**src/rtl/hhms_pkg.sv**
```systemverilog
// Shared types, codes and character helpers for the HTML head metadata scanner.
`timescale 1ns / 1ps
`default_nettype none

package hhms_pkg;

	// Characters the scanner reacts to
	localparam logic [7:0] CH_LT    = 8'h3C;
	localparam logic [7:0] CH_GT    = 8'h3E;
	localparam logic [7:0] CH_SLASH = 8'h2F;
	localparam logic [7:0] CH_EQ    = 8'h3D;
	localparam logic [7:0] CH_QUOTE = 8'h22;
	localparam logic [7:0] CH_SPACE = 8'h20;
	localparam logic [7:0] CH_UNDER = 8'h5F;
	localparam logic [7:0] CH_TAB   = 8'h09;
	localparam logic [7:0] CH_CR    = 8'h0D;
	localparam logic [7:0] CASE_OFS = 8'h20;

	typedef enum logic [2:0] {
		K_TITLE_BYTE  = 3'd0,
		K_TITLE_DONE  = 3'd1,
		K_NAME_BYTE   = 3'd2,
		K_VALUE_BYTE  = 3'd3,
		K_META_ACCEPT = 3'd4,
		K_META_REJECT = 3'd5,
		K_HEAD_CLOSED = 3'd6
	} kind_t;

	// Outer tag scanner
	typedef enum logic [4:0] {
		SC_OPEN0      = 5'd0,
		SC_OPEN1      = 5'd1,
		SC_OPEN2      = 5'd2,
		SC_OPEN3      = 5'd3,
		SC_OPEN4      = 5'd4,
		SC_TAG_END    = 5'd5,
		SC_WAIT_LT    = 5'd6,
		SC_TAG        = 5'd7,
		SC_TITLE1     = 5'd8,
		SC_TITLE2     = 5'd9,
		SC_TITLE3     = 5'd10,
		SC_TITLE4     = 5'd11,
		SC_TITLE_GT   = 5'd12,
		SC_TITLE_TEXT = 5'd13,
		SC_META1      = 5'd14,
		SC_META2      = 5'd15,
		SC_META3      = 5'd16,
		SC_META_BODY  = 5'd17,
		SC_CLOSE1     = 5'd18,
		SC_CLOSE2     = 5'd19,
		SC_CLOSE3     = 5'd20,
		SC_CLOSE4     = 5'd21,
		SC_DONE       = 5'd22
	} scan_state_t;

	// META attribute parser
	typedef enum logic [4:0] {
		AT_WS           = 5'd0,
		AT_DISPATCH     = 5'd1,
		AT_SKIP         = 5'd2,
		AT_NAME1        = 5'd3,
		AT_NAME2        = 5'd4,
		AT_NAME3        = 5'd5,
		AT_NAME_EQ      = 5'd6,
		AT_NAME_OPEN    = 5'd7,
		AT_NAME_QUOTED  = 5'd8,
		AT_NAME_BARE    = 5'd9,
		AT_HTTP1        = 5'd10,
		AT_HTTP2        = 5'd11,
		AT_HTTP3        = 5'd12,
		AT_HTTP4        = 5'd13,
		AT_HTTP5        = 5'd14,
		AT_HTTP6        = 5'd15,
		AT_HTTP7        = 5'd16,
		AT_HTTP8        = 5'd17,
		AT_HTTP9        = 5'd18,
		AT_HTTP_DONE    = 5'd19,
		AT_CONTENT1     = 5'd20,
		AT_CONTENT2     = 5'd21,
		AT_CONTENT3     = 5'd22,
		AT_CONTENT4     = 5'd23,
		AT_CONTENT5     = 5'd24,
		AT_CONTENT6     = 5'd25,
		AT_VALUE_EQ     = 5'd26,
		AT_VALUE_OPEN   = 5'd27,
		AT_VALUE_QUOTED = 5'd28,
		AT_VALUE_BARE   = 5'd29
	} attr_state_t;

	// Whole scanner context, held in one register bank
	typedef struct packed {
		scan_state_t scan;
		attr_state_t attr;
		attr_state_t resume;
		logic        name_seen;
		logic        value_seen;
		logic        finished;
	} hhms_ctx_t;

	localparam hhms_ctx_t CTX_RESET = '{
		scan:       SC_OPEN0,
		attr:       AT_WS,
		resume:     AT_DISPATCH,
		name_seen:  1'b0,
		value_seen: 1'b0,
		finished:   1'b0
	};

	// Result of one attribute-parser step
	typedef struct packed {
		attr_state_t attr;
		attr_state_t resume;
		logic        set_name;
		logic        set_value;
		logic        emit;
		kind_t       kind;
		logic [7:0]  data;
	} attr_res_t;

	function automatic logic [7:0] fold_upper(input logic [7:0] b);
		logic lower;
		lower = (b >= "a") && (b <= "z");
		return lower ? (b - CASE_OFS) : b;
	endfunction

	function automatic logic is_ws(input logic [7:0] b);
		return (b == CH_SPACE) || ((b >= CH_TAB) && (b <= CH_CR));
	endfunction

	function automatic logic [7:0] name_map(input logic [7:0] b);
		logic [7:0] c;
		c = ((b >= "A") && (b <= "Z")) ? (b + CASE_OFS) : b;
		if (((c >= "a") && (c <= "z")) || ((c >= "0") && (c <= "9")) || (c == CH_UNDER))
			return c;
		return CH_UNDER;
	endfunction

	// Expected character (letters in upper case) for the keyword-matching scan states
	function automatic logic [7:0] scan_expect(input scan_state_t s);
		logic [7:0] c;
		c = CH_LT;
		unique case (s)
			SC_OPEN0:  c = CH_LT;
			SC_OPEN1:  c = "H";
			SC_OPEN2:  c = "E";
			SC_OPEN3:  c = "A";
			SC_OPEN4:  c = "D";
			SC_TITLE1: c = "I";
			SC_TITLE2: c = "T";
			SC_TITLE3: c = "L";
			SC_TITLE4: c = "E";
			SC_META1:  c = "E";
			SC_META2:  c = "T";
			SC_META3:  c = "A";
			SC_CLOSE1: c = "H";
			SC_CLOSE2: c = "E";
			SC_CLOSE3: c = "A";
			SC_CLOSE4: c = "D";
			default:   c = CH_LT;
		endcase
		return c;
	endfunction

	// Expected character (letters in upper case) for the attribute keyword states
	function automatic logic [7:0] attr_expect(input attr_state_t s);
		logic [7:0] c;
		c = "A";
		unique case (s)
			AT_NAME1:    c = "A";
			AT_NAME2:    c = "M";
			AT_NAME3:    c = "E";
			AT_HTTP1:    c = "T";
			AT_HTTP2:    c = "T";
			AT_HTTP3:    c = "P";
			AT_HTTP4:    c = "-";
			AT_HTTP5:    c = "E";
			AT_HTTP6:    c = "Q";
			AT_HTTP7:    c = "U";
			AT_HTTP8:    c = "I";
			AT_HTTP9:    c = "V";
			AT_CONTENT1: c = "O";
			AT_CONTENT2: c = "N";
			AT_CONTENT3: c = "T";
			AT_CONTENT4: c = "E";
			AT_CONTENT5: c = "N";
			AT_CONTENT6: c = "T";
			default:     c = "A";
		endcase
		return c;
	endfunction

endpackage

`default_nettype wire

```
**src/rtl/html_head_metadata_scanner.sv**
```systemverilog
// Top level of the HTML head metadata scanner: input register, scanner context, result register.
// Path: an accepted byte is registered in the input stage, and its result in the result stage.
// Throughput: one byte per cycle while the output side does not stall; the scanner context updates once per byte.
// The input stage takes a new byte while a result waits in the output register, but only if the input stage is empty.
// Bytes that cause no result leave nothing on the output channel.
// Reset (arst_n low): clears both valid flags and returns the scanner to looking for the head tag.
`timescale 1ns / 1ps
`default_nettype none

module html_head_metadata_scanner
	import hhms_pkg::*;
(
	input  wire logic       clk,
	input  wire logic       arst_n,

	input  wire logic       in_valid,
	output logic            in_ready,
	input  wire logic [7:0] in_byte,
	input  wire logic       doc_start,

	output logic            out_valid,
	input  wire logic       out_ready,
	output logic [2:0]      out_kind,
	output logic [7:0]      out_byte
);

	// Input stage
	logic       valid_s1;
	logic [7:0] byte_s1;
	logic       start_s1;

	// Scanner context
	hhms_ctx_t  ctx_q;
	hhms_ctx_t  ctx_nxt;

	// Result register
	logic       out_valid_q;
	kind_t      out_kind_q;
	logic [7:0] out_byte_q;

	logic       advance;
	logic       step;
	logic       emit;
	kind_t      kind;
	logic [7:0] data;

	// The result register can take a new entry when it is empty or being drained
	assign advance  = !out_valid_q || out_ready;
	// Process the held byte whenever the result side can absorb it
	assign step     = valid_s1 && advance;
	// Accept a new request when the input stage is empty or moves on this cycle
	assign in_ready = !valid_s1 || advance;

	hhms_scan u_scan (
		.in_byte   (byte_s1),
		.doc_start (start_s1),
		.ctx       (ctx_q),
		.nxt       (ctx_nxt),
		.emit      (emit),
		.kind      (kind),
		.data      (data)
	);

	// Input stage valid: load on accept, drop once processed
	always_ff @(posedge clk or negedge arst_n) begin
		if (!arst_n) begin
			valid_s1 <= 1'b0;
		end else if (in_valid && in_ready) begin
			valid_s1 <= 1'b1;
		end else if (advance) begin
			valid_s1 <= 1'b0;
		end
	end

	// Input stage payload: hold until the next accepted request
	always_ff @(posedge clk) begin
		if (in_valid && in_ready) begin
			byte_s1  <= in_byte;
			start_s1 <= doc_start;
		end
	end

	// Advance the scanner context once per processed byte
	always_ff @(posedge clk or negedge arst_n) begin
		if (!arst_n) begin
			ctx_q <= CTX_RESET;
		end else if (step) begin
			ctx_q <= ctx_nxt;
		end
	end

	// Result register valid: set only for bytes that produce a result
	always_ff @(posedge clk or negedge arst_n) begin
		if (!arst_n) begin
			out_valid_q <= 1'b0;
		end else if (advance) begin
			out_valid_q <= step && emit;
		end
	end

	// Result payload: hold while the downstream side stalls
	always_ff @(posedge clk) begin
		if (step && emit) begin
			out_kind_q <= kind;
			out_byte_q <= data;
		end
	end

	assign out_valid = out_valid_q;
	assign out_kind  = out_kind_q;
	assign out_byte  = out_byte_q;

endmodule

`default_nettype wire

```
**src/rtl/hhms_attr.sv**
```systemverilog
// META tag attribute parser: one byte step of the NAME / HTTP-EQUIV / CONTENT machine.
`timescale 1ns / 1ps
`default_nettype none

module hhms_attr
	import hhms_pkg::*;
(
	input  wire logic [7:0] in_byte,
	input  attr_state_t     state,
	input  attr_state_t     resume,
	output attr_res_t       res
);

	logic [7:0]  up;
	logic        sp;
	attr_state_t s;

	attr_state_t nxt_attr;
	attr_state_t nxt_resume;
	logic        set_name;
	logic        set_value;
	logic        byte_emit;
	kind_t       byte_kind;
	logic [7:0]  byte_data;

	assign up = fold_upper(in_byte);
	assign sp = is_ws(in_byte);

	// Resolve the pass-through states that hand the byte on unconsumed
	always_comb begin
		s = state;
		if (s == AT_WS && !sp)
			s = resume;
		if (s == AT_HTTP_DONE)
			s = AT_NAME_EQ;
		if ((s == AT_NAME_OPEN || s == AT_VALUE_OPEN) && up != CH_QUOTE && !sp)
			s = attr_state_t'(s + 5'd2);
	end

	// Next state and resume point
	always_comb begin
		nxt_attr   = s;
		nxt_resume = resume;
		unique case (s)
			AT_WS: begin
				nxt_attr = AT_WS;
			end
			AT_DISPATCH: begin
				if (up == "N")
					nxt_attr = AT_NAME1;
				else if (up == "H")
					nxt_attr = AT_HTTP1;
				else if (up == "C")
					nxt_attr = AT_CONTENT1;
				else
					nxt_attr = AT_SKIP;
			end
			AT_SKIP: begin
				if (sp) begin
					nxt_attr   = AT_WS;
					nxt_resume = AT_DISPATCH;
				end
			end
			AT_NAME1, AT_NAME2, AT_NAME3,
			AT_HTTP1, AT_HTTP2, AT_HTTP3, AT_HTTP4, AT_HTTP5,
			AT_HTTP6, AT_HTTP7, AT_HTTP8, AT_HTTP9,
			AT_CONTENT1, AT_CONTENT2, AT_CONTENT3,
			AT_CONTENT4, AT_CONTENT5, AT_CONTENT6: begin
				nxt_attr = (up == attr_expect(s)) ? attr_state_t'(s + 5'd1) : AT_SKIP;
			end
			AT_NAME_EQ, AT_VALUE_EQ: begin
				if (up == CH_EQ)
					nxt_attr = attr_state_t'(s + 5'd1);
				else if (sp) begin
					nxt_attr   = AT_WS;
					nxt_resume = s;
				end else
					nxt_attr = AT_SKIP;
			end
			AT_NAME_OPEN, AT_VALUE_OPEN: begin
				// only a quote or whitespace lands here
				if (up == CH_QUOTE)
					nxt_attr = attr_state_t'(s + 5'd1);
				else begin
					nxt_attr   = AT_WS;
					nxt_resume = s;
				end
			end
			AT_NAME_QUOTED, AT_VALUE_QUOTED: begin
				if (up == CH_QUOTE) begin
					nxt_attr   = AT_WS;
					nxt_resume = AT_DISPATCH;
				end
			end
			AT_NAME_BARE, AT_VALUE_BARE: begin
				if (sp) begin
					nxt_attr   = AT_WS;
					nxt_resume = AT_DISPATCH;
				end
			end
			default: begin
				nxt_attr = AT_SKIP;
			end
		endcase
	end

	// Emitted bytes and seen flags
	always_comb begin
		set_name  = 1'b0;
		set_value = 1'b0;
		byte_emit = 1'b0;
		byte_kind = K_NAME_BYTE;
		byte_data = in_byte;
		unique case (s)
			AT_NAME_QUOTED, AT_NAME_BARE: begin
				if (!((s == AT_NAME_QUOTED && up == CH_QUOTE) || (s == AT_NAME_BARE && sp))) begin
					set_name  = 1'b1;
					byte_emit = 1'b1;
					byte_kind = K_NAME_BYTE;
					byte_data = name_map(in_byte);
				end
			end
			AT_VALUE_QUOTED, AT_VALUE_BARE: begin
				if (!((s == AT_VALUE_QUOTED && up == CH_QUOTE) || (s == AT_VALUE_BARE && sp))) begin
					set_value = 1'b1;
					byte_emit = 1'b1;
					byte_kind = K_VALUE_BYTE;
					byte_data = in_byte;
				end
			end
			default: begin
				byte_emit = 1'b0;
			end
		endcase
	end

	assign res = '{
		attr:      nxt_attr,
		resume:    nxt_resume,
		set_name:  set_name,
		set_value: set_value,
		emit:      byte_emit,
		kind:      byte_kind,
		data:      byte_data
	};

endmodule

`default_nettype wire

```
**src/rtl/hhms_scan.sv**
```systemverilog
// Outer tag scanner: next context and result for one document byte.
`timescale 1ns / 1ps
`default_nettype none

module hhms_scan
	import hhms_pkg::*;
(
	input  wire logic [7:0] in_byte,
	input  wire logic       doc_start,
	input  hhms_ctx_t       ctx,
	output hhms_ctx_t       nxt,
	output logic            emit,
	output kind_t           kind,
	output logic [7:0]      data
);

	hhms_ctx_t  cur;
	attr_res_t  ar;
	logic [7:0] up;
	logic       sp;

	assign cur = doc_start ? CTX_RESET : ctx;
	assign up  = fold_upper(in_byte);
	assign sp  = is_ws(in_byte);

	hhms_attr u_attr (
		.in_byte (in_byte),
		.state   (cur.attr),
		.resume  (cur.resume),
		.res     (ar)
	);

	// Next context
	always_comb begin
		nxt = cur;
		if (!cur.finished) begin
			unique case (cur.scan)
				SC_OPEN0, SC_OPEN1, SC_OPEN2, SC_OPEN3, SC_OPEN4: begin
					nxt.scan = (up == scan_expect(cur.scan)) ?
						scan_state_t'(cur.scan + 5'd1) : SC_OPEN0;
				end
				SC_TAG_END: begin
					if (up == CH_GT)
						nxt.scan = SC_WAIT_LT;
				end
				SC_WAIT_LT: begin
					if (up == CH_LT)
						nxt.scan = SC_TAG;
				end
				SC_TAG: begin
					if (up == "T")
						nxt.scan = SC_TITLE1;
					else if (up == "M")
						nxt.scan = SC_META1;
					else if (up == CH_SLASH)
						nxt.scan = SC_CLOSE1;
					else
						nxt.scan = SC_TAG_END;
				end
				SC_TITLE1, SC_TITLE2, SC_TITLE3, SC_TITLE4,
				SC_META1, SC_META2,
				SC_CLOSE1, SC_CLOSE2, SC_CLOSE3: begin
					nxt.scan = (up == scan_expect(cur.scan)) ?
						scan_state_t'(cur.scan + 5'd1) : SC_TAG_END;
				end
				SC_TITLE_GT: begin
					if (up == CH_GT)
						nxt.scan = SC_TITLE_TEXT;
				end
				SC_TITLE_TEXT: begin
					if (up == CH_LT)
						nxt.scan = SC_TAG;
				end
				SC_META3: begin
					if (up == scan_expect(cur.scan)) begin
						nxt.scan       = SC_META_BODY;
						nxt.attr       = AT_WS;
						nxt.resume     = AT_DISPATCH;
						nxt.name_seen  = 1'b0;
						nxt.value_seen = 1'b0;
					end else
						nxt.scan = SC_TAG_END;
				end
				SC_META_BODY: begin
					if (up == CH_GT) begin
						nxt.scan       = SC_WAIT_LT;
						nxt.attr       = AT_WS;
						nxt.resume     = AT_DISPATCH;
						nxt.name_seen  = 1'b0;
						nxt.value_seen = 1'b0;
					end else begin
						nxt.attr       = ar.attr;
						nxt.resume     = ar.resume;
						nxt.name_seen  = cur.name_seen | ar.set_name;
						nxt.value_seen = cur.value_seen | ar.set_value;
					end
				end
				SC_CLOSE4: begin
					if (up == scan_expect(cur.scan)) begin
						nxt.scan     = SC_DONE;
						nxt.finished = 1'b1;
					end else
						nxt.scan = SC_TAG_END;
				end
				SC_DONE: begin
					nxt.finished = 1'b1;
				end
				default: begin
					nxt.scan = SC_OPEN0;
				end
			endcase
		end
	end

	// Result for this byte
	always_comb begin
		emit = 1'b0;
		kind = K_TITLE_BYTE;
		data = 8'h00;
		if (!cur.finished) begin
			unique case (cur.scan)
				SC_TITLE_TEXT: begin
					emit = 1'b1;
					if (up == CH_LT)
						kind = K_TITLE_DONE;
					else begin
						kind = K_TITLE_BYTE;
						data = sp ? CH_SPACE : in_byte;
					end
				end
				SC_META_BODY: begin
					if (up == CH_GT) begin
						emit = 1'b1;
						kind = (cur.name_seen && cur.value_seen) ? K_META_ACCEPT : K_META_REJECT;
					end else begin
						emit = ar.emit;
						kind = ar.kind;
						data = ar.emit ? ar.data : 8'h00;
					end
				end
				SC_CLOSE4: begin
					if (up == scan_expect(cur.scan)) begin
						emit = 1'b1;
						kind = K_HEAD_CLOSED;
					end
				end
				default: begin
					emit = 1'b0;
				end
			endcase
		end
	end

endmodule

`default_nettype wire

```
**config.mk**
```make
export PLATFORM = sky130hd
export DESIGN_NAME = html_head_metadata_scanner
export DESIGN_NICKNAME = d
export VERILOG_FILES = /design/src/rtl/hhms_pkg.sv /design/src/rtl/html_head_metadata_scanner.sv /design/src/rtl/hhms_attr.sv /design/src/rtl/hhms_scan.sv
export SDC_FILE = /design/constraint.sdc
export NUM_CORES = 1
export LEC_CHECK = 0
export BUFFER_PORTS_ARGS = -buffer_cell sky130_fd_sc_hd__buf_2
export CAP_MARGIN = 40
export CORE_UTILIZATION = 58
export DETAILED_ROUTE_END_ITERATION = 6
export HOLD_SLACK_MARGIN = 0.15
export PLACE_DENSITY = 0.89
export SYNTH_ARGS = -nofsm -noshare
export SYNTH_HDL_FRONTEND = slang
export SYNTH_HIERARCHICAL = 1
export SYNTH_SLANG_ARGS = --single-unit
```
**constraint.sdc**
```tcl
create_clock -name clk -period 5.3 [get_ports clk]
set_clock_uncertainty 0.2 [all_clocks]
set_input_delay 0.53 -clock clk [delete_from_list [all_inputs] [get_ports clk]]
set_output_delay 0.53 -clock clk [all_outputs]
set_load 0.01 [all_outputs]
```
# ---- After elaboration in Yosys (flattened, before gate mapping)
# Memory sizes are Yosys's and may differ from the RTL's.
# Index checks and enable logic that the tools add are counted.
dict set report totals {
  n_memories 6
  ram_bits 0
  input_bits 13
  register_bits 40
  latch_bits 0
  romBits 1184
  out_inout_bits 13
  wordCells 229
}
# name depth word_bits rd rd_ports_with_merged_regs write_ports line_no
set memory_table {}
lappend memory_table {{(no name shown)} 32 7 1 0 0 hhms_pkg.sv:168} ;# unique case (s)
lappend memory_table {{(no name shown)} 32 6 1 0 0 hhms_pkg.sv:142} ;# unique case (s)
lappend memory_table {{(no name shown)} 32 6 1 0 0 hhms_pkg.sv:142}
lappend memory_table {{(no name shown)} 32 6 1 0 0 hhms_pkg.sv:142}
lappend memory_table {{(no name shown)} 32 6 1 0 0 hhms_pkg.sv:142}
lappend memory_table {{(no name shown)} 32 6 1 0 0 hhms_pkg.sv:142}
dict set report op_classes {
  reduce_logical 42
  bitwise_logic 2
  add_sub_neg 5
  multipliers 0
  shift 0
  div 0
  mux 80
  n_eq_ne 72
  order_cmp 10
}
# cell count
set op_table {}
lappend op_table {{8-bit 2-to-1 mux} 21}
lappend op_table {{5-bit 2-to-1 mux} 26}
lappend op_table {{5-bit equality test, second input constant} 22}
lappend op_table {{5-bit by 4-bit equality test with 1-bit output, second input constant} 16}
lappend op_table {{8-bit by 6-bit equality test with 1-bit output, second input constant} 6}
lappend op_table {{8-bit by 7-bit equality test with 1-bit output, second input constant} 6}
lappend op_table {{8-bit equality test} 6}
lappend op_table {{5-bit by 3-bit equality test with 1-bit output, second input constant} 9}
lappend op_table {{5-bit one-hot mux with 9 select lines} 1}
lappend op_table {{18-bit 2-to-1 mux} 2}
lappend op_table {{5-bit one-hot mux with 7 select lines} 1}
lappend op_table {{8-bit by 7-bit greater-or-equal comparator with 1-bit output, second input constant} 3}
lappend op_table {{8-bit by 7-bit <= comparator with 1-bit output, second input constant} 3}
lappend op_table {{12-bit 2-to-1 mux} 2}
lappend op_table {{12-bit one-hot mux with 2 select lines} 1}
lappend op_table {{5-bit by 2-bit equality test with 1-bit output, second input constant} 4}
lappend op_table {{5-bit one-hot mux with 4 select lines} 1}
lappend op_table {{18-bit OR reduction} 1}
lappend op_table {{1-bit 2-to-1 mux} 17}
lappend op_table {{1-bit logical AND} 16}
lappend op_table {{8-bit one-hot mux with 2 select lines} 1}
lappend op_table {{5-bit logical NOT} 3}
lappend op_table {{2-bit OR reduction} 7}
lappend op_table {{5-bit by 1-bit adder with 5-bit output, second input constant} 2}
lappend op_table {{21 further kinds} 34}

# ---- Logic depth before layout (Yosys ltp)
# Gate-level depths: netlist of run 1.
dict set report depth {
  ltp_word 24
  ltp_mapped 29
  ltp_nobuf 23
}

# ---- Hierarchy
# The synthesis of run 1 kept the hierarchy.
# mod n_inst area_per_inst_um2 cells_per_inst
set modules_own_cells {}
lappend modules_own_cells {hhms_attr 1 2143.3 315}
lappend modules_own_cells {hhms_scan 1 1961.9 325}
lappend modules_own_cells {html_head_metadata_scanner 1 1423.9 68}

# ---- Worst setup path after synthesis of run 1
# No wires, ideal clock.
dict set report synth_timing {
  path_kind {reg2reg}
  startpoint {reg start_s1}
  endpoint {reg out_byte_q[0] (netlist: out_byte[0]) (enable)}
  path_stages_with_launch 28
  setup_time_ns 0.378
  t_arrival_ns 5.037
  setup_slack_ns -0.316
  period_less_slack_ns 5.616
  path_cell_list {edfxtp_1 clkbuf_1 clkbuf_1 clkbuf_1 nand2b_1 inv_1 buf_2 nor2_1 and3_1 a31o_2 and3_4 a21oi_2 inv_2 buf_2 ha_1 nor3_1 and4_1 o31ai_4 o21ai_2 nand3_1 inv_1 or2_2 buf_4 buf_1 o21ai_0 a31oi_1 nand2_1 nor2_1}
}
# element line_no
set synth_rtl {}
lappend synth_rtl {{start, declared} html_head_metadata_scanner.sv:30} ;# logic start_s1;
lappend synth_rtl {{start signal, assigned} html_head_metadata_scanner.sv:79} ;# start_s1 <= doc_start;
lappend synth_rtl {{end signal, assigned} html_head_metadata_scanner.sv:105} ;# out_byte_q <= data;
lappend synth_rtl {{end, declared} html_head_metadata_scanner.sv:39} ;# logic [7:0] out_byte_q;

==> metrics.txt, run 1 <==
post-DP HPWL=between 10000 and 15000 um; Worst Path Max Fanout=8; drt total wl=~17000 um; Area contributors post-synth=edfxtp_1 (11%), dfrtp_1 (8.6%), nor2_1 (4.5%); Final ANT Viol Nets=0; GR peak layer=met2; Clock Latency Late Sink=roughly 300 ps; synth unique cells=105; Hold Path Cell Cnt=1; routability cong.=between 1 and 1.5; Core Box Area=0.00924 sq mm; largest net degree at the start of global routing=30; Slew Viols, Final=0; global route total overflow=0; combinational power share=14.1%; met2 usage in global routing=between 50% and 60%; reg2reg end=ctx_q[9]$_DFFE_PN0P_; Post-synth EDFFs=20; Area Overhead vs Synth=8.58%; final core occ=about two thirds; area leader, netlist=edfxtp_1; critical path class=register to register; ys flop type=edfxtp_1; Clock Path Buffers=2; R2R Setup Slk=between 150 and 200 ps; ANT cells=0; Post-Synthesis Cells=708; Flop pwr share=48.4%; clock network fraction of total power=a little under two fifths; fin crit share=a little over nine tenths; R2R depth=21; Die H=between 90 and 100 um; Mapped Avg Cell Area=slightly below 8 sq um; relative slew slack=44.7%; clock root cell=clkbuf_8; Required @ worst endpoint=around 5300 ps; final-layout worst hold slack=200 ps; met1 usage in global routing=between 40% and 50%; GRT Overall Usage=34.1%; Die Wd=99.6 um; sequential fraction of the synthesis area=19.9%; TritonCTS Buffers=5; port bufs=25; sw frac=between 20% and 30%; met3 usage=6.32%; Yosys top cell area share=10.9%; Yosys reg bits=40; hold_sp=in_byte[4]; Lkg Pwr=2.38 nW; vias per cell=roughly 6.7; CTS sink count=40; layout cell share with drive strength beyond 1=21.3%; Starting Density=59.8%; Worst Max-Slew Pin Slew=822 ps; first-pass GRT wire length=around 27000 um; syn_nets=740; Pwr Total=~0.70 mW; Pre-antenna DRT Iters=5; Hold Path Class=input pin to register; Ys Warns=6; Cell Rows=35; FFs w/ async S/R, synth=50.0%; Worst Path Arrival=5100 ps; status=finished, final reports clean; cell area after synthesis=between 0.005 and 0.006 sq mm; max_cap viols=0; final setup TNS=0 ps; endpoints failing setup=0; routed vias=5790; Final nets=760; CTS tree=yes; Reg2Reg Launch Point=start_s1$_DFFE_PP_; Final Hold Viols=0; fmax=slightly below 200 MHz; Net Switching=roughly 0.19 mW; power density cells=116 mW/mm^2; clock slew at reported path FFs=approximately 80 ps; CP startpoint kind=register; Period minus WS final=5110 ps; initial antenna violation count=0; Detailed Route Iter0 Violations=689; die outline area=0.00993 sq mm; DRC violations left=0; Avg WL per Cell=19.7 um; Power Internal=roughly 0.5 mW; Worst Setup End Kind=register; num ports=26; WHS Endpoint=byte_s1[4]$_DFFE_PP_; Worst VDD drop=132 uV; number of global-route vias before repair=5198; CTS H-tree lvls=2
==> layer usage <==
layer	vias to the layer above	part of all wire (%)	wire, um
li1	2686	-	-
met1	2708	43	7310
met2	351	45	7540
met3	45	9.5	1610
met4	0	2.8	468
met5	-	0	0
==> logic make-up after synthesis <==
logic type | Yosys count | synth area share, %
muxes | 27 | 6.11
adders and majority gates | 19 | 4.30
buffers and inverters | 89 | 8.10
other | 2 | 0.136
xor gates and xnor gates | 10 | 1.58
and+or+nand+nor | 306 | 30.3
DFF | 40 | 19.9
AOI/OAI and AO/OA | 215 | 29.5
==> state kept, by name, summed over array words and instances, names as in the netlist <==
signal	cells
valid_s1	1
byte_s1	8
ctx_q	18
out_kind	3
out_byte	8
start_s1	1
out_valid	1
==> layout make-up <==
type,count,area [sq um]
Clock inverter,3,45.0
Fill cell,788,3240
Sequential cell,40,1100
Inverter,36,135
Timing Repair Buffer,66,433
Tap cell,129,161
Multi-Input combinational cell,579,4060
Clock buffer,5,68.8
==> cell usage in the layout, fill, tap and decap left out, types with 11 or more instances in the layout <==
cell	n
o21ai_1	19
nor3_1	16
a21oi_1	27
nand2b_1	33
buf_2	26
dfrtp_1	19
o21ai_0	37
buf_4	39
edfxtp_1	20
nor2b_1	13
and3_1	17
nand3_1	28
ha_1	19
mux2_4	11
a31oi_1	11
nand2_1	61
inv_1	32
a32oi_1	11
o211ai_1	12
nor2_1	66
==> worst max-delay path, stage by stage (launching register included) <==
cell       delay [ps]
edfxtp_1          450
buf_4             190
or2_2             360
and3_1            180
a31o_2            300
and3_4            220
a21oi_4           160
inv_2              50
ha_1              320
nor3_1            190
and4_2            290
o31a_1            250
a21oi_2           110
o211ai_1          380
a311oi_2          200
a2111oi_4         320
nand4_2           200
nor2_1            130
o21ai_0           100
nand2_1            90
o21ai_1            60
mux2_4            280
==> synthesized netlist by cell type, drive strengths merged, types with 5 or more instances <==
cell / number
a31oi: 11
o21ai: 58
or3: 10
nand3: 29
nand2b: 34
a21oi: 29
o31ai: 7
mux2i: 6
o22ai: 6
mux2: 21
o21a: 6
a32oi: 12
a221oi: 5
buf: 32
ha: 19
xnor2: 8
nor2: 67
edfxtp: 20
clkbuf: 21
inv: 36
nor4: 16
nor3b: 5
nor2b: 13
nand2: 62
nor3: 18
and2: 6
a211oi: 11
o211ai: 14
dfrtp: 19
nand4: 7
and3: 18
==> metrics by stage <==
step | instance area, sq um | cells | setup WS [ps]
final | 6000 | 858 | 191
after global routing | 6000 | 858 | -2.63
after CTS | 5900 | 852 | 119
after detailed placement | 5780 | 843 | 145
after global placement | 5760 | 840 | 181
after floorplan | 5550 | 708 | 9.24
==> timing repair <==
item                                    CTS  global route
hold endpoints to repair                 19             0
endpoints found under the setup margin    0            10
hold buffers                              1             0
resized for setup                         0            12
buffers inserted                          0             6
==> power groups by stage <==
stage / clock, mW / sequential [mW] / combinational, mW
finish: 0.261 / 0.337 / 0.0981
global route: 0.279 / 0.338 / 0.106
CTS: 0.265 / 0.337 / 0.0920
detailed placement: 0 / 0.344 / 0.0911
global placement: 0 / 0.343 / 0.0872
floorplan: 0 / 0.344 / 0.0650
==> worst max path at each step <==
stage	start	endpoint	slack (ps)
floorplan	start_s1$_DFFE_PP_	out_byte[0]$_DFFE_PP_	9
global placement	start_s1$_DFFE_PP_	ctx_q[11]$_DFFE_PN0P_	180
detailed placement	start_s1$_DFFE_PP_	ctx_q[9]$_DFFE_PN0P_	140
CTS	start_s1$_DFFE_PP_	ctx_q[9]$_DFFE_PN0P_	120
global route	start_s1$_DFFE_PP_	ctx_q[11]$_DFFE_PN0P_	-3
finish	start_s1$_DFFE_PP_	ctx_q[9]$_DFFE_PN0P_	190
Note: power is estimated with default switching activity, not from simulation.
==> run 2: changes to the inputs <==
- CORE_UTILIZATION: 58 -> 57
- PLACE_DENSITY: 0.89 -> 0.88
- REMOVE_ABC_BUFFERS: default -> 1
- SYNTH_HIERARCHICAL: 1 -> default
==> run 2 against run 1 <==
Effect of this change: synthesized cell count shrank 9.5%; total power is 0.84% higher; sequential cell count is the same; highest routed layer unchanged; clock power fell by 18%.
==> metrics.txt, run 2 <==
final-layout worst hold slack=approximately 200 ps; drt total wl=18000 um; Clock Path Buffers=2; Final ANT Viol Nets=0; relative slew slack=42.5%; clock slew at reported path FFs=about 90 ps; clock root cell=clkbuf_8; Detailed Route Iter0 Violations=590; Hold Path Class=input pin to register; commonest non-fill, non-tap cell in the layout=nand2_1; Net Switching=0.228 mW; critical path class=register to register; Post-Synthesis Cells=roughly 640; area of the multi-input gates=between 0.003 and 0.004 sq mm; reg2reg end=ctx_q[7]$_DFFE_PN0P_; vias per cell=7.42; fmax=200 MHz; met3 usage=under 10%; Yosys reg bits=40; Power Internal=roughly 0.47 mW; Final Hold Viols=0; FFs w/ async S/R, synth=50.0%; CTS sink count=40; Area contributors post-synth=edfxtp_1 (12%), dfrtp_1 (9.9%), nand2_1 (5.6%); Core Box Area=0.00822 sq mm; first-pass GRT wire length=29000 um; GRT Overall Usage=between 40% and 50%; hold_sp=doc_start; Worst Path Max Fanout=5; R2R depth=16; ys flop type=edfxtp_1; non-filler cells, final=795; Avg WL per Cell=22.7 um; Worst Path Arrival=5040 ps; CTS H-tree lvls=2; Clock Latency Late Sink=300 ps; fill count=a little over 700; initial antenna violation count=0; cell area after synthesis=~0.0048 sq mm; Worst Setup End Kind=register; largest net degree at the start of global routing=31; Die H=94.0 um; commonest non-fill, non-tap cells in the layout=nand2_1 (72), nor2_1 (54), buf_4 (50); design area=between 0.005 and 0.006 sq mm; global route total overflow=0; Hold Path Cell Cnt=1; area leader, netlist=edfxtp_1; Mapped Avg Cell Area=about 7.5 sq um; WHS Endpoint=start_s1$_DFFE_PP_; Starting Density=58.7%; fin crit share=94.3%; routed vias=5901; flip-flop count of the largest register after layout=18; endpoints failing setup=0; sequential fraction of the synthesis area=between 20% and 30%; Worst Max-Slew Pin Slew=between 800 and 900 ps; Seq. cell area=approximately 0.0011 sq mm; number of global-route vias before repair=5619; DRC violations left=0; clock network fraction of total power=30.6%; sw frac=around a third; post-DP HPWL=roughly 14000 um; GR peak layer=met2; combinational power share=21.3%; Ys Warns=0; power density cells=129 mW/mm^2; CP startpoint kind=register; max_cap viols=0; R2R Setup Slk=300 ps; num ports=26; Final nets=717; synth unique cells=91; Worst VDD drop=116 uV; placed insts=786; Flop pwr share=48.1%; Lkg Pwr=approximately 2.2 nW; Period minus WS final=5000 ps; DP Area=0.00531 sq mm; routability cong.=1.11; CTS tree=yes; Area Overhead vs Synth=12.3%; Slew Viols, Final=0; layout cell share with drive strength beyond 1=16.4%; Pre-antenna DRT Iters=7; Post-synth EDFFs=20; Most flops, register=ctx_q; final setup TNS=0 ps; status=finished, final reports clean; commonest cells in the netlist=nand2_1 (72), nor2_1 (54), o21ai_0 (46); ANT cells=0; Cell Rows=33; RSZ-0062 raised after global routing=no; Die Wd=around 94 um; port bufs=25; die outline area=about 0.0088 sq mm; met2 usage in global routing=70.4%; TritonCTS Buffers=5; count leader, synth=nand2_1; Required @ worst endpoint=5350 ps; Yosys top cell area share=12.5%; met1 usage in global routing=between 50 and 60%; Reg2Reg Launch Point=ctx_q[12]$_DFFE_PN0P_
==> run 2: cell families after synthesis <==
kind of cell | synth area share (%)
multiplexers | 1.30
AND/OR/NAND/NOR | 31.4
XOR/XNOR | 1.82
AO/OA/AOI/OAI | 33.6
buffers and inverters | 5.08
adder cells (fa/ha/maj) | 3.89
flip-flops | 22.9
==> run 2: timing repair <==
| item | CTS | global route |
|---|---|---|
| setup buffers | 0 | 0 |
| hold buffers | 1 | 0 |
| resized for setup | 0 | 3 |
| endpoints found under the hold margin | 19 | 0 |
| setup endpoints to repair | 0 | 20 |
==> run 2: final cells by class <==
cell class | instances | share of cell area (%)
well taps | 105 | 2.42
clock inverters | 3 | 0.346
clock buffers | 5 | 1.27
flip-flops and latches | 40 | 20.3
multi-input cells | 544 | 64.3
inverters | 21 | 1.50
repair buffers | 77 | 9.79
==> run 2: worst max-delay path by stage <==
stage / end / startpoint / slack (ps) / depth (start not counted)
final: ctx_q[7]$_DFFE_PN0P_ / ctx_q[12]$_DFFE_PN0P_ / 300 / 16
after global routing: ctx_q[10]$_DFFE_PN0P_ / byte_s1[0]$_DFFE_PP_ / 30 / 18
after CTS: ctx_q[8]$_DFFE_PN0P_ / ctx_q[12]$_DFFE_PN0P_ / 170 / 17
after detailed placement: ctx_q[8]$_DFFE_PN0P_ / ctx_q[12]$_DFFE_PN0P_ / 210 / 17
after global placement: ctx_q[7]$_DFFE_PN0P_ / ctx_q[12]$_DFFE_PN0P_ / 380 / 16
after floorplan: out_byte[0]$_SDFFCE_PP0P_ / byte_s1[4]$_DFFE_PP_ / 290 / 15
==> run 2: per-layer routing <==
layer  vias to the layer above  wire, um
li1                       2574         -
met5                         -         0
met2                       506      8230
met1                      2688      6460
met4                         0      1330
met3                       133      2000
==> run 2: power by group through the flow <==
stage	Sequential, mW	Combinational [mW]	Clock, mW
after floorplan	0.357	0.0744	0
after global placement	0.344	0.139	0
after detailed placement	0.344	0.141	0
after CTS	0.337	0.143	0.213
after global routing	0.338	0.159	0.227
final	0.338	0.149	0.214
==> run 2: through the flow <==
stage          setup WS (ps)  util, %  total power, mW
6_report                 304     66.0            0.702
5_1_grt                 27.1     66.0            0.724
4_1_cts                  175     65.8            0.694
3_5_place_dp             209     64.6            0.486
3_3_place_gp             380     64.6            0.483
2_1_floorplan            287        -            0.431
==> run 2: critical path: stages (launching register included) <==
cell	delay, ps
dfrtp_1	440
or4_4	600
or3_1	420
o31ai_2	360
nand4_1	210
nand2_1	150
ha_1	170
o21ai_0	90
nor4b_1	380
nand2_1	90
a21oi_1	200
buf_4	160
and2_1	240
o31ai_2	120
or4_1	520
a311oi_1	360
o32a_1	230
==> run 3: changes to the inputs <==
- CORE_UTILIZATION: 57 -> 58
- CTS_BUF_LIST: default -> sky130_fd_sc_hd__clkbuf_4 sky130_fd_sc_hd__clkbuf_8
- PLACE_DENSITY: 0.88 -> 0.89
==> run 3 against run 2 <==
Effect of this change: cell area shrank 0.37%; non-clock buffer count decreased by 6; die area decreased by 1.7%; sequential power barely moved; largest power group unchanged; worst hold slack improved by 9.1 ps; largest cell class unchanged; combinational power barely moved; utilization rose by 2.5 points; count of clock-buffer cells in the layout unchanged.
==> metrics.txt, run 3 (synthesis results as in run 2) <==
status=finished, final reports clean; largest net degree at the start of global routing=23; slowest cell on the critical path=or4b_4; final-layout worst hold slack=207 ps; clock root cell=clkbuf_8; clock slew at reported path FFs=80 ps; Detailed Route Iter0 Violations=807; CTS sink count=40; commonest non-fill, non-tap cell in the layout=nand2_1; Most flops, register=ctx_q; fin crit share=between 90% and 100%; Worst VDD drop=182 uV; commonest non-fill, non-tap cells in the layout=nand2_1 (72), nor2_1 (54), o21ai_0 (45), buf_4 (45), a21oi_1 (36); CP startpoint kind=register; Slew Viols, Final=0; final setup TNS=0 ps; Worst Path Arrival=5090 ps; post-DP HPWL=12800 um; final core occ=68.4%; Worst Path Max Fanout=5; DP Area=0.00524 sq mm; port bufs=25; max_cap viols=0; Die H=about 93 um; CP Buf/Inv Count=2; initial antenna violation count=0; CTS H-tree lvls=2; drt total wl=16900 um; CP top delay family=simple AND/OR/NAND/NOR gates; routed vias=5827; Cell Rows=32; Hold Path Class=input pin to register; first-pass GRT wire length=27000 um; Final Hold Viols=0; Pwr Total=0.739 mW; vias per cell=7.41; CP Cell Sequence=or4b_4 > a211o_1 > and3_1 > a21oi_1 > nand4_1 > nand2_1 > ha_1 > o21ai_0 > nor4b_2 > nand2_1 > a21oi_1 > buf_4 > a31oi_1 > o221ai_1 > o211ai_1 > buf_4 > nor3_2 > nand4b_2 > o31ai_1; number of global-route vias before repair=5279; Final Worst Setup Slack=212 ps; relative slew slack=a little under half; Starting Density=61.2%; Final nets=711; TritonCTS Buffers=5; Core Box Area=0.00789 sq mm; num ports=26; critical path class=register to register; Clock Latency Late Sink=290 ps; Seq. cell area=0.00110 sq mm; flip-flop count of the largest register after layout=18; pre-CTS setup slack=roughly 300 ps; fill count=658; global route total overflow=0; Die Wd=93.2 um; Avg WL per Cell=21.5 um; Pre-antenna DRT Iters=6; Clock Path Buffers=2; CTS tree=yes; fmax=197 MHz; placed insts=~780; Worst Max-Slew Pin Slew=793 ps; routability cong.=about 1.1; Required @ worst endpoint=5300 ps; GRT Overall Usage=between 30 and 40%; die outline area=between 0.008 and 0.009 sq mm; endpoints failing setup=0; ANT cells=0; non-filler cells, final=~790; Worst Setup End Kind=register; Max stage delay on crit path=570 ps; DRC violations left=0; area of the multi-input gates=0.00350 sq mm; layout cell share with drive strength beyond 1=15.9%; Final ANT Viol Nets=0; power density cells=137 mW/mm^2; Area Overhead vs Synth=11.9%; Lkg Pwr=2.13 nW; Period minus WS final=5090 ps; design area=between 0.005 and 0.006 sq mm
==> run 3: layout make-up <==
| class | instances | share of cell area, % |
|---|---|---|
| clock inverters | 3 | 0.765 |
| clock buffers | 5 | 1.27 |
| inverters | 21 | 1.51 |
| flip-flops and latches | 40 | 20.4 |
| repair buffers | 71 | 8.76 |
| multi-input cells | 544 | 64.9 |
| well taps | 102 | 2.36 |
==> run 3: path summary, 6_finish.rpt <==
check / startpoint / endpoint / slack (ps) / depth (start not counted)
worst max-delay path: byte_s1[1]$_DFFE_PP_ / ctx_q[10]$_DFFE_PN0P_ / 210 / 19
max in group asynchronous: arst_n / ctx_q[3]$_DFFE_PN1P_ / 4050 / 2
min in group asynchronous: arst_n / ctx_q[13]$_DFFE_PN0P_ / 510 / 2
worst max register to register: byte_s1[1]$_DFFE_PP_ / ctx_q[10]$_DFFE_PN0P_ / 210 / 19
worst min register to register: ctx_q[1]$_DFFE_PN0P_ / ctx_q[1]$_DFFE_PN0P_ / 340 / 1
worst min-delay path: in_byte[0] / byte_s1[0]$_DFFE_PP_ / 210 / 1
==> run 3: metal layers <==
layer	part of all wire (%)	GRT usage, %	vias to the layer above
li1	-	-	2572
met1	38	54.2	2657
met2	43	61.6	525
met5	0	0	-
met3	15	10.6	73
met4	3.2	11.9	0
==> run 3: repair_timing <==
item	CTS	global route
endpoints found under the hold margin	19	0
buffers inserted	0	2
hold buffers	1	0
setup endpoints to repair	0	7
gates resized for setup	0	6
==> run 3: power breakdown <==
group          internal [mW]  total (mW)  switching, mW
Clock                  0.140       0.248          0.109
Sequential             0.333       0.340        0.00690
Combinational         0.0509       0.151         0.0998
Total                  0.523       0.739          0.215
